[src/rtl/svc_nlf_pkg.sv]
`default_nettype none

package svc_nlf_pkg;

   localparam int NUM_SLOTS = 8;          // most bytes one input beat can release
   localparam int CNT_W     = 4;

   localparam logic [4:0] NAL_TYPE_NON_IDR   = 5'd1;
   localparam logic [4:0] NAL_TYPE_IDR       = 5'd5;
   localparam logic [4:0] NAL_TYPE_SEI       = 5'd6;
   localparam logic [4:0] NAL_TYPE_PREFIX    = 5'd14;
   localparam logic [4:0] NAL_TYPE_EXT_SLICE = 5'd20;

   localparam logic [7:0] NAL_TYPE_MASK = 8'h1F;
   localparam logic [7:0] DID_MASK      = 8'h70;
   localparam logic [7:0] QID_MASK      = 8'h0F;
   localparam logic [7:0] TID_MASK      = 8'hE0;

   localparam logic [1:0] CSR_MAX_DID = 2'd0;
   localparam logic [1:0] CSR_MAX_QID = 2'd1;
   localparam logic [1:0] CSR_MAX_TID = 2'd2;

   typedef enum logic [2:0] {
      PH_PAYLOAD,
      PH_HEADER,
      PH_EXT1,
      PH_EXT2,
      PH_EXT3
   } phase_type;

   typedef struct packed {
      logic [2:0] max_did;
      logic [3:0] max_qid;
      logic [2:0] max_tid;
   } cfg_type;

   // one queue entry: the bytes released by one input beat
   typedef struct packed {
      logic [NUM_SLOTS-1:0][7:0] byte_list;
      logic [CNT_W-1:0]          cnt;
      logic                      fin;
   } entry_type;

endpackage

`default_nettype wire

[src/rtl/svc_nlf_front.sv]
`default_nettype none

module svc_nlf_front
   import svc_nlf_pkg::*;
(
   input  wire logic      clock,
   input  wire logic      reset,
   input  wire cfg_type   cfg,
   input  wire logic      accept,
   input  wire logic [7:0] in_byte,
   input  wire logic      in_final,
   output logic           push_valid,
   output entry_type      push_entry
);

   phase_type  phase_ff, phase_in, phase_nx;
   logic [1:0] zr_ff, zr_in;
   logic [7:0] hdr_ff, hdr_in;
   logic [7:0] e0_ff, e0_in;
   logic [7:0] e1_ff, e1_in;
   logic       keep_ff, keep_in;
   logic [4:0] lt_ff, lt_in;

   logic [4:0] nal_t;
   logic       is_ext_t;
   logic       chain_drop;
   logic       layer_ok;
   logic [2:0] did, tid;
   logic [3:0] qid;

   logic [1:0] z, f;
   logic [2:0] tl;
   logic [NUM_SLOTS-1:0][7:0] tail;
   logic [CNT_W-1:0] total;
   logic [2:0] sel;

   assign nal_t      = 5'(in_byte & NAL_TYPE_MASK);
   assign is_ext_t   = nal_t inside {NAL_TYPE_PREFIX, NAL_TYPE_EXT_SLICE};
   assign chain_drop = (nal_t inside {NAL_TYPE_NON_IDR, NAL_TYPE_IDR, NAL_TYPE_SEI}) &&
                       (lt_ff inside {NAL_TYPE_PREFIX, NAL_TYPE_EXT_SLICE}) && !keep_ff;
   assign did        = 3'((e1_ff & DID_MASK) >> 4);
   assign qid        = 4'(e1_ff & QID_MASK);
   assign tid        = 3'((in_byte & TID_MASK) >> 5);
   assign layer_ok   = (did <= cfg.max_did) && (qid <= cfg.max_qid) && (tid <= cfg.max_tid);

   // next state of the parser, before the end of stream is applied
   always_comb begin
      phase_nx = phase_ff;
      case (phase_ff)
         PH_PAYLOAD: begin
            if (in_byte == 8'd1 && zr_ff >= 2'd2) phase_nx = PH_HEADER;
         end
         PH_HEADER: begin
            if (!chain_drop && is_ext_t) phase_nx = PH_EXT1;
            else phase_nx = PH_PAYLOAD;
         end
         PH_EXT1: phase_nx = PH_EXT2;
         PH_EXT2: phase_nx = PH_EXT3;
         PH_EXT3: phase_nx = PH_PAYLOAD;
         default: phase_nx = PH_PAYLOAD;
      endcase
   end

   assign phase_in = in_final ? PH_PAYLOAD : phase_nx;

   // released bytes: z held zeros, tl tail bytes, then f flushed zeros
   always_comb begin
      zr_in   = zr_ff;
      hdr_in  = hdr_ff;
      e0_in   = e0_ff;
      e1_in   = e1_ff;
      keep_in = keep_ff;
      lt_in   = lt_ff;
      z       = 2'd0;
      f       = 2'd0;
      tl      = 3'd0;
      tail    = '0;
      case (phase_ff)
         PH_PAYLOAD: begin
            if (in_byte == 8'd0) begin
               if (zr_ff != 2'd3) begin
                  zr_in = zr_ff + 2'd1;
               end else if (keep_ff) begin
                  tl = 3'd1;   // oldest held zero is pushed out
               end
            end else if (!(in_byte == 8'd1 && zr_ff >= 2'd2)) begin
               if (keep_ff) begin
                  z       = zr_ff;
                  tail[0] = in_byte;
                  tl      = 3'd1;
               end
               zr_in = 2'd0;
            end
         end
         PH_HEADER: begin
            hdr_in = in_byte;
            if (chain_drop) begin
               zr_in = 2'd0;
            end else if (is_ext_t) begin
               lt_in = nal_t;
            end else begin
               lt_in   = nal_t;
               keep_in = 1'b1;
               z       = zr_ff;
               tail[0] = 8'd1;
               tail[1] = in_byte;
               tl      = 3'd2;
               zr_in   = 2'd0;
            end
         end
         PH_EXT1: e0_in = in_byte;
         PH_EXT2: e1_in = in_byte;
         PH_EXT3: begin
            zr_in = 2'd0;
            if (layer_ok) begin
               keep_in = 1'b1;
               z       = zr_ff;
               tail[0] = 8'd1;
               tail[1] = hdr_ff;
               tail[2] = e0_ff;
               tail[3] = e1_ff;
               tail[4] = in_byte;
               tl      = 3'd5;
            end else begin
               keep_in = 1'b0;
            end
         end
         default: ;
      endcase
      if (in_final) begin
         // a unit cut off in its start code tail, header or extension is discarded
         if (phase_nx == PH_PAYLOAD && keep_in) f = zr_in;
         zr_in   = 2'd0;
         keep_in = 1'b1;
         lt_in   = 5'd0;
         hdr_in  = 8'd0;
      end
   end

   assign total = {2'b00, z} + {1'b0, tl} + {2'b00, f};

   always_comb begin
      push_entry.fin = in_final;
      push_entry.cnt = (total > CNT_W'(NUM_SLOTS)) ? CNT_W'(NUM_SLOTS) : total;
      sel = 3'd0;
      for (int i = 0; i < NUM_SLOTS; i++) begin
         sel = 3'(i) - {1'b0, z};
         if (CNT_W'(i) < {2'b00, z}) begin
            push_entry.byte_list[i] = 8'd0;
         end else if (CNT_W'(i) < {2'b00, z} + {1'b0, tl}) begin
            push_entry.byte_list[i] = tail[sel];
         end else begin
            push_entry.byte_list[i] = 8'd0;
         end
      end
   end

   assign push_valid = accept && (push_entry.cnt != '0);

   always_ff @(posedge clock) begin
      if (reset) begin
         phase_ff <= PH_PAYLOAD;
         zr_ff    <= 2'd0;
         keep_ff  <= 1'b1;
         lt_ff    <= 5'd0;
      end else if (accept) begin
         phase_ff <= phase_in;
         zr_ff    <= zr_in;
         keep_ff  <= keep_in;
         lt_ff    <= lt_in;
      end
   end

   always_ff @(posedge clock) begin
      if (accept) begin
         hdr_ff <= hdr_in;
         e0_ff  <= e0_in;
         e1_ff  <= e1_in;
      end
   end

endmodule

`default_nettype wire

[src/rtl/svc_nlf_queue.sv]
`default_nettype none

module svc_nlf_queue
   import svc_nlf_pkg::*;
#(
   parameter int DEPTH = 4
)
(
   input  wire logic      clock,
   input  wire logic      reset,
   input  wire logic      push,
   input  wire entry_type push_entry,
   input  wire logic      pop,
   output logic           full,
   output logic           head_valid,
   output entry_type      head_entry
);

   localparam int PTR_W = (DEPTH > 1) ? $clog2(DEPTH) : 1;
   localparam int CT_W  = $clog2(DEPTH + 1);

   entry_type        slots_ff [DEPTH];
   logic [PTR_W-1:0] wr_ff, wr_in, rd_ff, rd_in;
   logic [CT_W-1:0]  count_ff, count_in;

   assign full       = (count_ff == CT_W'(DEPTH));
   assign head_valid = (count_ff != '0);
   assign head_entry = slots_ff[rd_ff];

   always_comb begin
      wr_in    = wr_ff;
      rd_in    = rd_ff;
      count_in = count_ff;
      if (push) wr_in = (wr_ff == PTR_W'(DEPTH - 1)) ? '0 : wr_ff + PTR_W'(1);
      if (pop)  rd_in = (rd_ff == PTR_W'(DEPTH - 1)) ? '0 : rd_ff + PTR_W'(1);
      if (push && !pop) count_in = count_ff + CT_W'(1);
      else if (pop && !push) count_in = count_ff - CT_W'(1);
   end

   always_ff @(posedge clock) begin
      if (reset) begin
         wr_ff    <= '0;
         rd_ff    <= '0;
         count_ff <= '0;
      end else begin
         wr_ff    <= wr_in;
         rd_ff    <= rd_in;
         count_ff <= count_in;
      end
   end

   always_ff @(posedge clock) begin
      if (push) slots_ff[wr_ff] <= push_entry;
   end

endmodule

`default_nettype wire

[src/rtl/svc_nlf_back.sv]
`default_nettype none

module svc_nlf_back
   import svc_nlf_pkg::*;
(
   input  wire logic       clock,
   input  wire logic       reset,
   input  wire logic       head_valid,
   input  wire entry_type  head_entry,
   output logic            pop,
   output logic            rsp_tvalid,
   input  wire logic       rsp_tready,
   output logic [7:0]      rsp_tdata,
   output logic            rsp_tlast,
   output logic            rsp_tuser
);

   logic [2:0] idx_ff, idx_in;
   logic       valid_ff, valid_in;
   logic [7:0] data_ff;
   logic       last_ff, end_ff;
   logic       load, is_last;

   // output register takes a new beat when empty or being drained
   assign load    = head_valid && (!valid_ff || rsp_tready);
   assign is_last = ({1'b0, idx_ff} == head_entry.cnt - CNT_W'(1));
   assign pop     = load && is_last;

   always_comb begin
      idx_in   = idx_ff;
      valid_in = valid_ff;
      if (load) begin
         idx_in   = is_last ? 3'd0 : idx_ff + 3'd1;
         valid_in = 1'b1;
      end else if (rsp_tready) begin
         valid_in = 1'b0;
      end
   end

   always_ff @(posedge clock) begin
      if (reset) begin
         idx_ff   <= 3'd0;
         valid_ff <= 1'b0;
      end else begin
         idx_ff   <= idx_in;
         valid_ff <= valid_in;
      end
   end

   always_ff @(posedge clock) begin
      if (load) begin
         data_ff <= head_entry.byte_list[idx_ff];
         last_ff <= is_last;
         end_ff  <= is_last && head_entry.fin;
      end
   end

   assign rsp_tvalid = valid_ff;
   assign rsp_tdata  = data_ff;
   assign rsp_tlast  = last_ff;
   assign rsp_tuser  = end_ff;

endmodule

`default_nettype wire

[src/rtl/svc_nal_layer_filter_top.sv]
// SVC NAL layer filter. Takes an Annex B byte stream one byte per req_ beat, finds
// 00 00 01 start codes and drops NAL units of type 14/20 whose dependency, quality or
// temporal id exceeds the csr_ limits, plus any type 1/5/6 units that follow such a
// dropped unit; everything else passes through byte for byte with its start code.
// Input is taken every cycle while the entry queue (QUEUE_DEPTH entries) has room;
// each input beat that releases k bytes (0 to 8) leaves as k rsp_ beats, one per
// cycle while rsp_tready is high, through the queue entry and the output register.
// Zeros before a start code and the header/extension bytes are held until the keep
// decision, so a held zero can wait for up to seven later input beats. rsp_tlast
// marks the last byte released by one input beat, rsp_tuser the end of the stream.
// csr_ready is always high; write registers only while the block is idle.
`default_nettype none

module svc_nal_layer_filter_top
   import svc_nlf_pkg::*;
#(
   parameter int QUEUE_DEPTH = 4
)
(
   input  wire logic       clock,
   input  wire logic       reset,
   input  wire logic       req_tvalid,
   output logic            req_tready,
   input  wire logic [7:0] req_tdata,    // in_byte
   input  wire logic       req_tlast,    // in_final
   output logic            rsp_tvalid,
   input  wire logic       rsp_tready,
   output logic [7:0]      rsp_tdata,    // out_byte
   output logic            rsp_tlast,    // run_end
   output logic            rsp_tuser,    // stream_end
   input  wire logic       csr_valid,
   output logic            csr_ready,
   input  wire logic [1:0] csr_index,
   input  wire logic [3:0] csr_data
);

   cfg_type   cfg_ff;
   logic      accept;
   logic      q_push, q_pop, q_full, q_valid;
   entry_type q_in, q_head;

   assign csr_ready = 1'b1;

   always_ff @(posedge clock) begin
      if (reset) begin
         cfg_ff.max_did <= 3'd7;
         cfg_ff.max_qid <= 4'd15;
         cfg_ff.max_tid <= 3'd7;
      end else if (csr_valid && csr_ready) begin
         case (csr_index)
            CSR_MAX_DID: cfg_ff.max_did <= csr_data[2:0];
            CSR_MAX_QID: cfg_ff.max_qid <= csr_data;
            CSR_MAX_TID: cfg_ff.max_tid <= csr_data[2:0];
            default: ;
         endcase
      end
   end

   assign req_tready = !q_full;
   assign accept     = req_tvalid && req_tready;

   svc_nlf_front u_front (
      .clock      (clock),
      .reset      (reset),
      .cfg        (cfg_ff),
      .accept     (accept),
      .in_byte    (req_tdata),
      .in_final   (req_tlast),
      .push_valid (q_push),
      .push_entry (q_in)
   );

   svc_nlf_queue #(
      .DEPTH (QUEUE_DEPTH)
   ) u_queue (
      .clock      (clock),
      .reset      (reset),
      .push       (q_push),
      .push_entry (q_in),
      .pop        (q_pop),
      .full       (q_full),
      .head_valid (q_valid),
      .head_entry (q_head)
   );

   svc_nlf_back u_back (
      .clock      (clock),
      .reset      (reset),
      .head_valid (q_valid),
      .head_entry (q_head),
      .pop        (q_pop),
      .rsp_tvalid (rsp_tvalid),
      .rsp_tready (rsp_tready),
      .rsp_tdata  (rsp_tdata),
      .rsp_tlast  (rsp_tlast),
      .rsp_tuser  (rsp_tuser)
   );

   a_end_on_last: assert property (@(posedge clock) disable iff (reset)
      rsp_tvalid && rsp_tuser |-> rsp_tlast)
      else $error("stream end flagged on a beat that is not the last of its run");

   a_head_nonempty: assert property (@(posedge clock) disable iff (reset)
      q_valid |-> q_head.cnt != '0 && q_head.cnt <= CNT_W'(NUM_SLOTS))
      else $error("queue head holds an entry with a bad byte count");

   a_pop_loads: assert property (@(posedge clock) disable iff (reset)
      q_pop |=> rsp_tvalid && rsp_tlast)
      else $error("entry popped without its last beat in the output register");

endmodule

`default_nettype wire
[config.mk]
export PLATFORM = sky130hd
export DESIGN_NAME = svc_nal_layer_filter_top
export DESIGN_NICKNAME = d
export VERILOG_FILES = /design/src/rtl/svc_nlf_pkg.sv /design/src/rtl/svc_nlf_front.sv /design/src/rtl/svc_nlf_queue.sv /design/src/rtl/svc_nlf_back.sv /design/src/rtl/svc_nal_layer_filter_top.sv
export SDC_FILE = /design/constraint.sdc
export NUM_CORES = 1
export LEC_CHECK = 0
export BUFFER_PORTS_ARGS = -buffer_cell sky130_fd_sc_hd__buf_2
export CAP_MARGIN = 30
export CORE_MARGIN = 8
export CORE_UTILIZATION = 35
export DETAILED_ROUTE_END_ITERATION = 7
export MAX_ROUTING_LAYER = met4
export SLEW_MARGIN = 20
export SYNTH_ARGS = -nofsm -noshare
export SYNTH_HDL_FRONTEND = slang
export SYNTH_SLANG_ARGS = --single-unit
[constraint.sdc]
create_clock -name clock -period 10.25 [get_ports clock]
set_input_delay 0.5125 -clock clock [delete_from_list [all_inputs] [get_ports clock]]
set_output_delay 0.5125 -clock clock [all_outputs]
set_load 0.005 [all_outputs]
Word level (Yosys, flattened, before mapping)
Memories as Yosys holds them, arrays and structs flattened. A register that Yosys moved wholly into a read port is not among the register bits.
Index checks and enable logic that the tools add are counted.
{"block": "op_classes", "div": 0, "n_mux": 87, "reduce_logical": 40, "bitwise": 0, "magnitude_cmp": 25, "shifts": 0, "eq_ne": 20, "multipliers": 0, "n_addsub": 17}
{"operator": "binary-select mux 8 bit (select 3 bit)", "count": 9}
{"operator": "two-way mux 8 bit", "count": 24}
{"operator": "two-way mux 2 bit", "count": 20}
{"operator": "two-way mux 40 bit", "count": 1}
{"operator": "less-than comparator 3 x 4 -> 1 bit (second input constant)", "count": 9}
{"operator": "two-way mux 16 bit", "count": 2}
{"operator": "two-way mux 3 bit", "count": 10}
{"operator": "two-way mux 24 bit", "count": 1}
{"operator": "one-hot mux 8 bit (3 select lines)", "count": 1}
{"operator": "less-than comparator 3 x 4 -> 1 bit (first input constant)", "count": 4}
{"operator": "one-hot mux 8 bit (2 select lines)", "count": 1}
{"operator": "two-way mux 5 bit", "count": 3}
{"operator": "logical AND 1 bit", "count": 14}
{"operator": "one-hot mux 2 bit (3 select lines)", "count": 2}
{"operator": "one-hot mux 3 bit (4 select lines)", "count": 1}
{"operator": "AND reduction 2 bit", "count": 6}
{"operator": "subtractor 3 x 2 -> 3 bit (first input constant)", "count": 4}
{"operator": "equality test 5 x 3 -> 1 bit (second input constant)", "count": 2}
{"operator": "equality test 5 x 4 -> 1 bit (second input constant)", "count": 2}
{"operator": "equality test 5 bit (second input constant)", "count": 2}
{"operator": "nonzero test 2 bit", "count": 5}
{"operator": "two-way mux 1 bit", "count": 9}
{"operator": "one-hot mux 3 bit (3 select lines)", "count": 1}
{"operator": "equality test 8 x 1 -> 1 bit (second input constant)", "count": 1}
{"operator": "34 further kinds", "count": 55}
{"block": "word_totals", "mem_bits_rw": 276, "romBits": 0, "mem_count": 1, "latch_bits": 0, "regBits": 66, "wordCells": 208, "out_inout_bits": 13, "in_bits": 20}
{"name": "u_queue.slots_ff", "depth": 4, "word_bits": 69, "read_ports": 1, "rd_clocked_by_memory_dff": 1, "write_ports": 1, "line": "svc_nlf_queue.sv:22", "source": "entry_type slots_ff [DEPTH];"}

Logic depth before layout (Yosys ltp)
{"block": "logic_depth", "ltp_word": 21, "mapped_depth": 28, "ltp_nobuf": 26}

Cells and area by module
Synthesis repeated with hierarchy kept, for this count alone.
{"block": "unflattened", "cells_unflattened": 1029, "area_unflattened_um2": 15756.4}
{"mod": "svc_nlf_queue", "area_each_um2": 10408.7, "n_inst": 1, "cells_each": 405}
{"mod": "svc_nlf_front", "area_each_um2": 3847.4, "n_inst": 1, "cells_each": 508}
{"mod": "svc_nlf_back", "area_each_um2": 1083.5, "n_inst": 1, "cells_each": 74}
{"mod": "svc_nal_layer_filter_top", "area_each_um2": 416.6, "n_inst": 1, "cells_each": 42}

Least setup slack after synthesis
No wires, ideal clock.
{"block": "synth_path", "path_type": "input port to flip-flop", "start": "input req_tdata[5]", "end": "memory u_queue.slots_ff[0][0] in the netlist's numbering (enable)", "path_stages": 22, "t_arrival_ps": 7481, "n_path_buf": 2, "slack_ps": 2264, "cell_sequence": "clkbuf_1 inv_1 ha_1 nand3_1 o21ai_0 o22ai_1 nor3_4 buf_2 nor2_1 nand2_1 and2_1 ha_1 inv_1 fa_1 inv_1 ha_1 a21o_1 xnor2_1 nor4_1 a211oi_1 nor3_4 nor2b_1"}
{"block": "synth_via", "elab_chain_cells": 15}
{"element": "start: declaration", "line": "svc_nal_layer_filter_top.sv:24", "source": "input wire logic [7:0] req_tdata,"}
{"element": "branches (longest 8 deep; another with adder 2 x 3 -> 4 bit)"}
{"element": "adder 4 x 2 -> 4 bit (*)", "line": "svc_nlf_front.sv:140", "source": "assign total = {2'b00, z} + {1'b0, tl} + {2'b00, f};"}
{"element": "greater-than comparator 4 bit", "line": "svc_nlf_front.sv:144", "source": "push_entry.cnt = (total > CNT_W'(NUM_SLOTS)) ? CNT_W'(NUM_SLOTS) : total;"}
{"element": "two-way mux 4 bit (*)", "line": "svc_nlf_front.sv:144"}
{"element": "nonzero test 4 bit (*)", "line": "svc_nlf_front.sv:158", "source": "assign push_valid = accept && (push_entry.cnt != '0);"}
{"element": "logical AND 1 bit (*)", "line": "svc_nlf_front.sv:158"}
{"element": "two-way mux 1 bit (*)", "line": "svc_nlf_queue.sv:53", "source": "if (push) slots_ff[wr_ff] <= push_entry;"}
{"element": "two-way mux 1 bit (implied by the code) (*)", "line": "svc_nlf_queue.sv:53"}
{"element": "end: declaration", "line": "svc_nlf_queue.sv:22"}
Every way passes the cells marked *.

Final worst setup path
{"block": "layout_path", "start": "register u_front.e1_ff[3]", "end": "memory u_queue.slots_ff[1][51] in the netlist's numbering (enable)"}
{"block": "layout_via", "elab_chain_cells": 15}
{"element": "start: declaration", "line": "svc_nlf_front.sv:20", "source": "logic [7:0] e1_ff, e1_in;"}
{"element": "start signal: assignment", "line": "svc_nlf_front.sv:178", "source": "e1_ff <= e1_in;"}
{"element": "less-or-equal comparator 4 bit (*)", "line": "svc_nlf_front.sv:44", "source": "assign layer_ok = (did <= cfg.max_did) && (qid <= cfg.max_qid) && (tid <= cfg.max_tid);"}
{"element": "logical AND 1 bit (*) (2 in a row)", "line": "svc_nlf_front.sv:44"}
{"element": "branches (longest 5 deep; another with adder 2 x 3 -> 4 bit)"}
{"element": "adder 4 x 2 -> 4 bit (*)", "line": "svc_nlf_front.sv:140"}
{"element": "greater-than comparator 4 bit", "line": "svc_nlf_front.sv:144"}
{"element": "two-way mux 4 bit (*)", "line": "svc_nlf_front.sv:144"}
{"element": "nonzero test 4 bit (*)", "line": "svc_nlf_front.sv:158"}
{"element": "logical AND 1 bit (*)", "line": "svc_nlf_front.sv:158"}
{"element": "two-way mux 1 bit (*)", "line": "svc_nlf_queue.sv:53"}
{"element": "two-way mux 1 bit (implied by the code) (*)", "line": "svc_nlf_queue.sv:53"}
Marks and branches as above.

==> flow_summary.ini <==
[worst_setup_path]
critPathLaunchType = flip-flop
endpoint = u_queue.slots_ff[1][51]
crit_arrival_ps = 6810
reg2reg_to = u_queue.slots_ff[1][51]
r2r_cells = 17
worstSetupPathType = flip-flop to flip-flop
rr_startpoint = u_front.e1_ff[3]
r2r_slack_ps = 3600
path_max_fanout = 43
cp-startpoint = u_front.e1_ff[3]
worstPathRequired_ps = 10400
endpoint_kind = flip-flop

[global_route]
antenna_found_initial = 0
grt_overflow = 0
grt_usage = 0.142
grt_pass1_wl_um = 56200
grt_max_degree = 71
grt_pass1_vias = 9145

[job]
max_cap_violations = 0

[logic_synthesis]
yosysSeqAreaShare = 0.634
yosys.area.top_type = edfxtp_1
synth_edf_count = 310
syn-cell-area_um2 = 15800
synth_most_common_cell = edfxtp_1
synth_common_cells = edfxtp_1, nor2_1, mux4_2
ys_ff_latch = 344
synth-xor-area-share = 0.00556
yosys.area.top_type_share = 0.591
synth_top_family_by_area = multiplexers
synth.mux.area_fraction = 0.149
syn_avg_cell_area_um2 = 15.3
ys_types = 81
yosysWarnings = 0
synth_compound_area_frac = 0.0791
postSynth.asyncResetShare = 0
synth_simple_gate_area_frac = 0.0819
synthesis.nets = 1078
yosys.area_share.adder = 0.0229
ys_top_cells_by_area = edfxtp_1, mux4_2, dfxtp_1
synthFlopType = edfxtp_1
synth_cells = 1031

[clock_tree]
postCtsResizedCells = 0
numCtsBuffers = 39
clk_pin_slew_ps = 50
cts-hold-fix-buffers = 0
cts.sinks = 344
cts_root_buffer = clkbuf_16
clock_path_buffers = 3
htreeDepth = 2
tritoncts = yes
worstSkewPairLatency_ps = 530
postCtsSetupBuffers = 0

[timing]
post-route-min-period_ps = 6650
timing.slew.headroom = 0.366
setup_viol = 0
tightest_slew_ps = 950
clock.fmax_mhz = 150
hold_violations = 0
whs_ps = 217
skew_ps = 24.2
tns_ps = 0
rsz0062_at_grt = no
period_share = 0.649
maxSlewViolCount = 0

[finish]
area_growth_pct = 12.6
final_nets = 1099
fillers = 4087
stdcell_area_um2 = 17800
antenna_cells = 0
final_layout_size_suffix_gt1_frac = 0.218

[detailed_routing]
drc = 0
vias_per_cell = 5.44
drt_pass1_iterations = 6
wl_um = 36700
wl_met2_um = 17400
num_vias = 9100
topRoutingLayerUsed = met4
met1_length_um = 16100
drt_iter0_markers = 728
wire_per_inst_um = 21.9
ant_nets = 0
dr_wl_met3_um = 2270

[place]
dpl-instance-area_um2 = 16500
gp_congestion = 0.941
place.detailed.hpwl_um = 24300
io_buffers = 31

[pwr]
vdd_drop_max_mv = 0.119
power.density_nw_per_um2 = 211
power.total_mw = 3.74
power.leakage_nw = 5.67

[die]
start_util = 0.356
core_area_um2 = 44300
row_count = 77
die_area_um2 = 52100
die_w_um = 228
ios = 33
chipHeight_um = 228

[run_status]
outcome = complete, no violations

[min_path]
hold_class = input port to flip-flop
[stage by stage]
step,utilization,cells,setup WS [ps]
final,0.401,1674,3600
after CTS,0.399,1672,3550
after global placement,0.372,1601,3450
after floorplan,-,1031,2260
after global routing,0.401,1674,3070
after detailed placement,0.372,1601,3320
[worst min path at each step]
stage,start,cells past startpoint,end
floorplan,cfg_ff[0],1,cfg_ff[0]
global placement,u_back.rsp_tvalid,2,u_back.rsp_tvalid
detailed placement,u_back.rsp_tvalid,2,u_back.rsp_tvalid
CTS,csr_data[0],2,cfg_ff[7]
global route,csr_data[0],2,cfg_ff[7]
finish,csr_data[0],2,cfg_ff[7]
[power by group]
part	total (mW)	switching, mW	internal (mW)
registers	1.77	0.0563	1.72
clock network	1.31	0.535	0.778
logic	0.656	0.341	0.315
[metal layers]
| layer | track usage | vias to the layer above |
|---|---|---|
| met5 | - | - |
| met4 | 0.0433 | 0 |
| met3 | 0.0262 | 72 |
| met2 | 0.225 | 307 |
| met1 | 0.185 | 4624 |
| li1 | - | 4097 |
[sequential cells by signal (all words and copies together) (netlist names), 2 cells and up, named ones only]
register,cells
u_front.phase_ff,3
u_front.hdr_ff,8
u_queue.slots_ff,276
u_queue.wr_ff,2
cfg_ff,10
u_front.e1_ff,8
u_queue.count_ff,3
u_front.e0_ff,8
u_front.lt_ff,5
u_back.idx_ff,3
u_queue.rd_ff,2
u_front.zr_ff,2
u_back.rsp_tdata,8
[layout by cell type, fill, tap and decap left out, types with 14 or more instances in the layout]
cell | Yosys | final
nand2_1 | 53 | 53
nor2_1 | 91 | 91
ha_1 | 24 | 24
inv_1 | 33 | 33
dfxtp_1 | 34 | 31
edfxtp_1 | 310 | 310
mux2i_1 | 18 | 18
buf_2 | 15 | 31
a21oi_1 | 37 | 37
o21ai_0 | 14 | 14
mux2_2 | 21 | 21
mux4_2 | 85 | 85
and2_1 | 18 | 18
clkbuf_16 | 0 | 40
[cell type report]
cell class                      instances  area [um^2]  area share
Timing Repair Buffer                   46          308      0.0173
Clock buffer                           52         1060      0.0595
Inverter                               35          131     0.00740
Clock inverter                         19          158     0.00888
Multi-Input combinational cell        586         5360       0.302
Tap cell                              592          741      0.0417
Sequential cell                       344        10000       0.563
[cells by family (layout without fill, tap and decap cells)]
family	count (synthesis)	count (layout)
buffers and inverters	101	152
adder cells (fa/ha/maj)	27	27
XOR/XNOR	10	10
AO/OA/AOI/OAI	168	168
multiplexers	125	125
other	1	1
AND/OR/NAND/NOR	255	255
flip-flops	344	344
[worst max-delay path, stage by stage, from the launching register on]
cell      delay (ps)
edfxtp_1         440
ha_1             330
and3_1           220
a221oi_2         340
a21o_2           220
nand3_4          270
a31oi_4          680
inv_1            190
fa_1             640
inv_1            120
ha_1             280
a21o_1           230
xnor2_1          160
nor4_1            70
a211oi_1         440
nor3_4           170
nor2b_4          750
buf_4            670
Note: power is estimated with default switching activity, not from simulation.
